## config.mk

```make
export PLATFORM = sky130hd
export DESIGN_NAME = stq_cell
export DESIGN_NICKNAME = d
export VERILOG_FILES = /design/src/rtl/stq_pkg.sv /design/src/rtl/stq_cell.sv
export SDC_FILE = /design/constraint.sdc
export NUM_CORES = 1
export LEC_CHECK = 0
export BUFFER_PORTS_ARGS = -buffer_cell sky130_fd_sc_hd__buf_2
export CAP_MARGIN = 40
export CORE_AREA = 5 5 157 159
export CTS_BUF_LIST = sky130_fd_sc_hd__clkbuf_16
export DETAILED_ROUTE_END_ITERATION = 16
export DIE_AREA = 0 0 162 164
export PLACE_DENSITY = 0.65
export SLEW_MARGIN = 20
export SYNTH_ARGS = -nofsm -noshare
export SYNTH_HDL_FRONTEND = slang
export SYNTH_SLANG_ARGS = --single-unit
export TNS_END_PERCENT = 30
```

## constraint.sdc

```tcl
create_clock -name clk -period 10.95 [get_ports clk]
set_input_delay 0.5475 -clock clk [delete_from_list [all_inputs] [get_ports clk]]
set_output_delay 0.5475 -clock clk [all_outputs]
set_load 0.05 [all_outputs]
```

## src/rtl/stq_pkg.sv

```systemverilog
// Shared types and constants for the sorted timer queue.
package stq_pkg;

	localparam int TIME_W      = 48;
	localparam int ID_W        = 32;
	localparam int DUR_W       = 27;
	localparam int MAXT_W      = 5;
	localparam int MAX_RESULTS = 16;
	localparam int RES_CNT_W   = 5;

	localparam logic [DUR_W-1:0]  REM_MAX       = {DUR_W{1'b1}};
	localparam logic [MAXT_W-1:0] MAXT_RESET    = 5'd16;

	localparam logic [1:0] CMD_ADD    = 2'd0;
	localparam logic [1:0] CMD_REMOVE = 2'd1;
	localparam logic [1:0] CMD_TICK   = 2'd2;
	localparam logic [1:0] CMD_LIST   = 2'd3;

	localparam logic [2:0] KIND_ADDED    = 3'd0;
	localparam logic [2:0] KIND_FULL     = 3'd1;
	localparam logic [2:0] KIND_REMOVED  = 3'd2;
	localparam logic [2:0] KIND_NOTFOUND = 3'd3;
	localparam logic [2:0] KIND_EXPIRED  = 3'd4;
	localparam logic [2:0] KIND_LISTED   = 3'd5;
	localparam logic [2:0] KIND_EMPTY    = 3'd6;

	typedef struct packed {
		logic [TIME_W-1:0] expiry;
		logic [ID_W-1:0]   ident;
	} entry_t;

	// What a cell shows its neighbors.
	typedef struct packed {
		logic   valid;
		logic   le;
		entry_t ent;
	} cell_link_t;

	typedef enum logic [1:0] {
		OP_HOLD,
		OP_INSERT,
		OP_ROTATE,
		OP_POP
	} cell_op_t;

	typedef enum logic [2:0] {
		ST_IDLE,
		ST_ADD,
		ST_REMOVE,
		ST_TICK,
		ST_LIST
	} state_t;

endpackage

```

## src/rtl/stq_cell.sv

```systemverilog
// One slot of the sorted timer chain: holds an entry and trades it with its neighbors.
module stq_cell (
	input  logic                clk,
	input  logic                arst_n,
	input  stq_pkg::cell_op_t   op,
	input  stq_pkg::entry_t     new_ent,
	input  stq_pkg::entry_t     head,
	input  stq_pkg::cell_link_t left,
	input  stq_pkg::cell_link_t right,
	output stq_pkg::cell_link_t self_link
);
	import stq_pkg::*;

	logic   valid_q;
	entry_t ent_q;
	logic   valid_d;
	entry_t ent_d;
	logic   le;

	assign le        = valid_q && (ent_q.expiry <= new_ent.expiry);
	assign self_link = '{valid: valid_q, le: le, ent: ent_q};

	always_comb begin
		valid_d = valid_q;
		ent_d   = ent_q;
		case (op)
			OP_INSERT: begin
				if (!le) begin
					if (left.le) begin
						valid_d = 1'b1;
						ent_d   = new_ent;
					end else begin
						valid_d = left.valid;
						ent_d   = left.ent;
					end
				end
			end
			OP_ROTATE: begin
				// last valid cell takes the front entry
				if (right.valid) begin
					valid_d = 1'b1;
					ent_d   = right.ent;
				end else if (valid_q) begin
					ent_d = head;
				end
			end
			OP_POP: begin
				valid_d = right.valid;
				ent_d   = right.ent;
			end
			default: begin
			end
		endcase
	end

	always_ff @(posedge clk or negedge arst_n) begin
		if (!arst_n) begin
			valid_q <= 1'b0;
		end else begin
			valid_q <= valid_d;
		end
	end

	always_ff @(posedge clk) begin
		ent_q <= ent_d;
	end

endmodule

```

==> results.yml, run 1 <==
outcome:
  status: "finished clean"
route:
  drc_errors: 0
  vias: 6209
  wl_per_cell_um: 17.0
  wirelength_mm: 22.3
  vias_per_cell: 4.73
  final_antenna_net_count: 0
  drtIter0Drc: 230
  first_pass_iters: 5
cts:
  clk_pin_slew_worst_paths_ns: 0.07
  cts_tree: "done"
  cts_buffers: 9
  htreeDepth: 3
  cts-resized-gates: 0
  clock_tree.root_cell: "clkbuf_16"
  post_cts_buffers: 0
  insertion_delay_ns: 0.34
  cts.sinks: 81
  hold_buffers: 1
  cts_buffer_depth: 2
sta:
  max_slew_margin_pct: 44.6
  hold_violations: 0
  setup_viol: 0
  fin_crit_sh_pct: 32.7
  worst_pin_slew_ns: 0.831
  setup_ws_ns: 7.37
  rsz0062_at_grt: "false"
  post-route-min-period_ns: 3.58
  fmax_ghz: 0.279
  fin_tns_setup_ns: 0
  skew_ns: 0.0146
  drv_slew: 0
pwr:
  ir_drop_v: 0.0000517
  power.total_mw: 1.21
  total_leakage_power_nw: 4.13
  powerDensity_nw_per_um2: 137
yosys:
  yosys.area.top_type_share_pct: 38.5
  syn_avg_cell_area_um2: 9.84
  synth-edff-count: 80
  yosys.area.top_type: "edfxtp_1"
  ys_ff_latch: 81
  yosysUniqueCellTypes: 37
  synth_area_um2: 6250
  ys_warn_count: 0
  synth_cells: 635
  syn_nets: 1011
  ys_seq_area_share_pct: 38.9
  synthArstFlopShare_pct: 1.23
  synthTopCellsByArea: "edfxtp_1, mux2i_1, a211oi_1"
  synth_flop_cell: "edfxtp_1"
placed_design:
  place_ws_ns: 7.04
  place_congestion: 0.806
  dp_hpwl_mm: 18.2
  numPortBuffers: 408
setup_path:
  start_kind: "flop"
  critPathArrivalTime_ns: 3.03
  critical_path_class: "reg -> out"
  required_ns: 10.40
  cp-startpoint: "self_link[54]"
  critPathCaptureType: "primary output"
  crit-reg2reg-launch: "self_link[78]"
  crit_fanout: 3
floorplan:
  die_width_um: 162
  boundaryPins: 410
  initial_core_util_pct: 27.0
  fp-row-count: 56
  fp.dieArea_um2: 26600
  die_h_um: 164
  core_area_um2: 23100
hold_path:
  hold_path.class: "in -> async"
flow_run:
  drv_cap: 0
global_routing:
  grt_pass1_vias: 6092
  grt-ovfl-total: 0
  grtUsageTotal_pct: 15.8
  antenna_found_initial: 1
  grt_first_pass_wirelength_mm: 32.9
  grt_max_degree: 85
layout:
  fin_nets: 1393
  drive_gt1_share_pct: 43.1
  final_common_cell: "buf_2"
  layout_common_cells: "buf_2, a21oi_1, a211oi_1, nor2b_1"
  area_growth_pct: 42.1
## where the power goes
part	internal [mW]	switching (mW)	total, mW
Clock	0.175	0.129	0.303
Sequential	0.406	0.0225	0.429
Combinational	0.149	0.331	0.480
Total	0.730	0.482	1.21
## logic make-up (layout without fill, tap and decap cells)
group           count (synthesis)  in the layout  share of synthesized area (%)
fa+ha+maj                      48             48                           9.62
buf+inv                        98            484                           6.19
simple gates                  117            117                           11.7
mux                            81             81                           13.0
flops                          81             81                           38.9
compound gates                210            210                           20.6
other cells                     0              1                              0
## worst max-delay path, cell delays in order, from the launching register on
cell and delay (ns):
edfxtp_1 0.39, ha_1 0.31, and4_1 0.27, a221oi_1 0.48, o21ai_1 0.13, a21oi_1 0.19, or3b_1 0.45, a21boi_1 0.17
buf_2 0.29
## metal layers
layer	track usage (%)	wire, µm	vias up
met2	27.2	11200	256
met5	0	0	-
met3	3.84	1600	23
met1	19.8	9100	2805
li1	-	-	3125
met4	4.27	384	0
## area by class of cell
| class | instances | area (µm²) |
|---|---|---|
| Fill cell | 2372 | 14200 |
| Multi-Input combinational cell | 456 | 3450 |
| Sequential cell | 81 | 2430 |
| Timing Repair Buffer | 417 | 2160 |
| Tap cell | 290 | 363 |
| Clock buffer | 9 | 225 |
| Inverter | 52 | 195 |
| Clock inverter | 6 | 58.8 |
| Antenna cell | 1 | 2.50 |
## flip-flops by register name, summed over array words and instances, names as in the netlist
name       count
self_link     80
valid_q        1
## per-stage QoR
step	std cells	hold slack, ns	utilization [%]	instance area (µm²)
finish	1312	0.550	38.4	8880
floorplan	635	0.252	-	6250
global placement	1293	0.345	36.9	8530
CTS	1309	0.519	38.1	8820
global route	1312	0.535	38.4	8880
detailed placement	1293	0.349	36.9	8530
## synthesized netlist by cell type, drive strengths merged, types with 2 or more instances
| cell | instances |
|---|---|
| nor2 | 4 |
| o21ai | 10 |
| edfxtp | 80 |
| nor2b | 81 |
| a21o | 6 |
| nand3 | 2 |
| buf | 13 |
| nand4 | 7 |
| nand2 | 14 |
| clkbuf | 32 |
| a211oi | 81 |
| mux2i | 80 |
| ha | 48 |
| a21oi | 109 |
| nor4 | 3 |
| inv | 52 |
## path summary, 6_finish.rpt
check / slack (ns) / depth (start not counted) / to
max: 7.37 / 8 / self_link[80]
min: 0.55 / 2 / valid_q
max reg2reg: 7.39 / 8 / self_link[72]
min reg2reg: 0.83 / 4 / valid_q
max in group asynchronous: 10.30 / 2 / valid_q
min in group clk: 0.56 / 3 / self_link[0]
Power figures use the tool's default switching activity.
==> inputs of run 2 (changes only) <==
Settings changed: CORE_AREA 5 5 157 159 to 5 5 158 160, DIE_AREA 0 0 162 164 to 0 0 163 165, PLACE_DENSITY 0.65 to 0.66.
Clock period 10.95 ns to 2.95 ns, I/O delays scaled along.
==> results.yml, run 2 (synthesis gave the netlist of run 1 again) <==
global_routing:
  antenna_found_initial: 0
  grt-ovfl-total: 0
  grt_max_degree: 79
  grt_first_pass_wirelength_mm: 33.9
  grt_pass1_vias: 6485
  grtUsageTotal_pct: 16.2
placed_design:
  dp_cells: 1331
  dp_hpwl_mm: 19.2
  place_congestion: 0.877
  place_ws_ns: 0.147
  numPortBuffers: 408
pwr:
  p_int_mw: 2.80
  p_seq_share_pct: 34.5
  ir_drop_v: 0.000282
  power_frac_clock_pct: 24.4
  total_leakage_power_nw: 4.19
  powerDensity_nw_per_um2: 503
  pwr-share-comb_pct: 41.1
  power.total_mw: 4.64
  power_switching_mw: 1.84
  p_sw_share_pct: 39.7
route:
  wirelength_mm: 23.1
  vias_per_cell: 4.62
  wl_met3_mm: 1.63
  wl_met1_mm: 8.93
  drtIter0Drc: 228
  drc_errors: 0
  final_antenna_net_count: 0
  wl_per_cell_um: 17.1
  highest_layer: "met4"
  vias: 6241
  first_pass_iters: 6
  wl_met2_mm: 12.0
layout:
  num_antenna_cells: 0
  area_growth_pct: 47.6
  drive_gt1_share_pct: 45.6
  layout_common_cells: "buf_2, a21oi_1, a211oi_1, nor2b_1"
  fin_cells: 1350
  largest_reg_flops: 80
  final_common_cell: "buf_2"
  fin_nets: 1402
floorplan:
  fp.dieArea_um2: 26900
  die_width_um: 163
  initial_core_util_pct: 26.9
  core_area_um2: 23300
  boundaryPins: 410
  fp-row-count: 56
  die_h_um: 165
setup_path:
  start_kind: "flop"
  critPathArrivalTime_ns: 2.71
  r2r-end: "self_link[15]"
  required_ns: 2.80
  critical_path_class: "reg -> out"
  critPathCaptureType: "primary output"
  crit-reg2reg-launch: "self_link[51]"
  reg2regPathDepth: 11
  crit_fanout: 3
  r2r_slack_ns: 0.12
sta:
  setup_viol: 0
  skew_ns: 0.0169
  setup_ws_ns: 0.0888
  rsz0062_at_grt: "false"
  worst_pin_slew_ns: 0.778
  max_slew_margin_pct: 48.1
  fin_crit_sh_pct: 97.0
  drv_slew: 0
  fmax_ghz: 0.350
  hold_violations: 0
  post-route-min-period_ns: 2.86
  hold_slack_ns: 0.149
hold_path:
  hold_path.class: "in -> async"
cts:
  clock_tree.root_cell: "clkbuf_16"
  clk_pin_slew_worst_paths_ns: 0.06
  cts_buffer_depth: 2
  cts_tree: "done"
  htreeDepth: 3
  cts_buffers: 9
  cts.sinks: 81
  insertion_delay_ns: 0.35
outcome:
  status: "finished clean"
flow_run:
  drv_cap: 0
## run 2: layer usage
| metal | global-route usage, % | vias up |
|---|---|---|
| met5 | 0 | - |
| met4 | 5.60 | 0 |
| met3 | 3.64 | 29 |
| met2 | 29.8 | 250 |
| met1 | 18.5 | 2808 |
| li1 | - | 3154 |
## run 2: per-stage QoR
| stage | cell area (µm²) | setup TNS [ns] | utilization, % |
|---|---|---|---|
| global placement | 8790 | 0 | 37.8 |
| finish | 9220 | 0 | 39.6 |
| floorplan | 6350 | -0.458 | - |
| detailed placement | 8790 | 0 | 37.8 |
| global route | 9220 | 0 | 39.6 |
| CTS | 9150 | 0 | 39.3 |
## run 2: cell type report
cell class / instances / area, µm²
repair buffers: 426 / 2250
well taps: 319 / 399
inverters: 52 / 195
clock buffers: 9 / 225
clock inverters: 7 / 71.3
fillers: 2387 / 14000
multi-input cells: 456 / 3650
flip-flops and latches: 81 / 2430
## run 2: worst max path at each step
stage / start / to / slack [ns] / depth (start not counted)
final: self_link[61] / self_link[80] / 0.09 / 7
after global routing: self_link[61] / self_link[80] / 0.003 / 7
after CTS: self_link[73] / self_link[80] / 0.02 / 7
after detailed placement: self_link[54] / self_link[24] / 0.15 / 9
after global placement: self_link[54] / self_link[24] / 0.14 / 9
after floorplan: self_link[73] / self_link[0] / -0.006 / 8
## run 2: worst max-delay path, cell delays in order, from the launching register on
cell	delay [ns]
edfxtp_1	0.40
ha_1	0.31
nand4_1	0.15
nor4_2	0.40
nand4_1	0.20
or4_4	0.55
a21boi_1	0.14
buf_4	0.22
## run 2: timing repair
item | 4_1_cts | 5_1_grt
gates resized for setup | 9 | 7
endpoints found under the setup margin | 1 | 72
hold buffers | 1 | 0
hold endpoints to repair | 1 | 0
setup buffers | 2 | 1
cloned | 0 | 0
pin swaps | 4 | 2
## run 2: power by group through the flow
stage / clock [mW] / sequential [mW] / combinational, mW
after floorplan: 0 / 2.22 / 0.621
after global placement: 0 / 1.61 / 1.86
after detailed placement: 0 / 1.62 / 1.88
after CTS: 1.18 / 1.60 / 1.91
after global routing: 1.21 / 1.62 / 2.06
final: 1.13 / 1.60 / 1.91
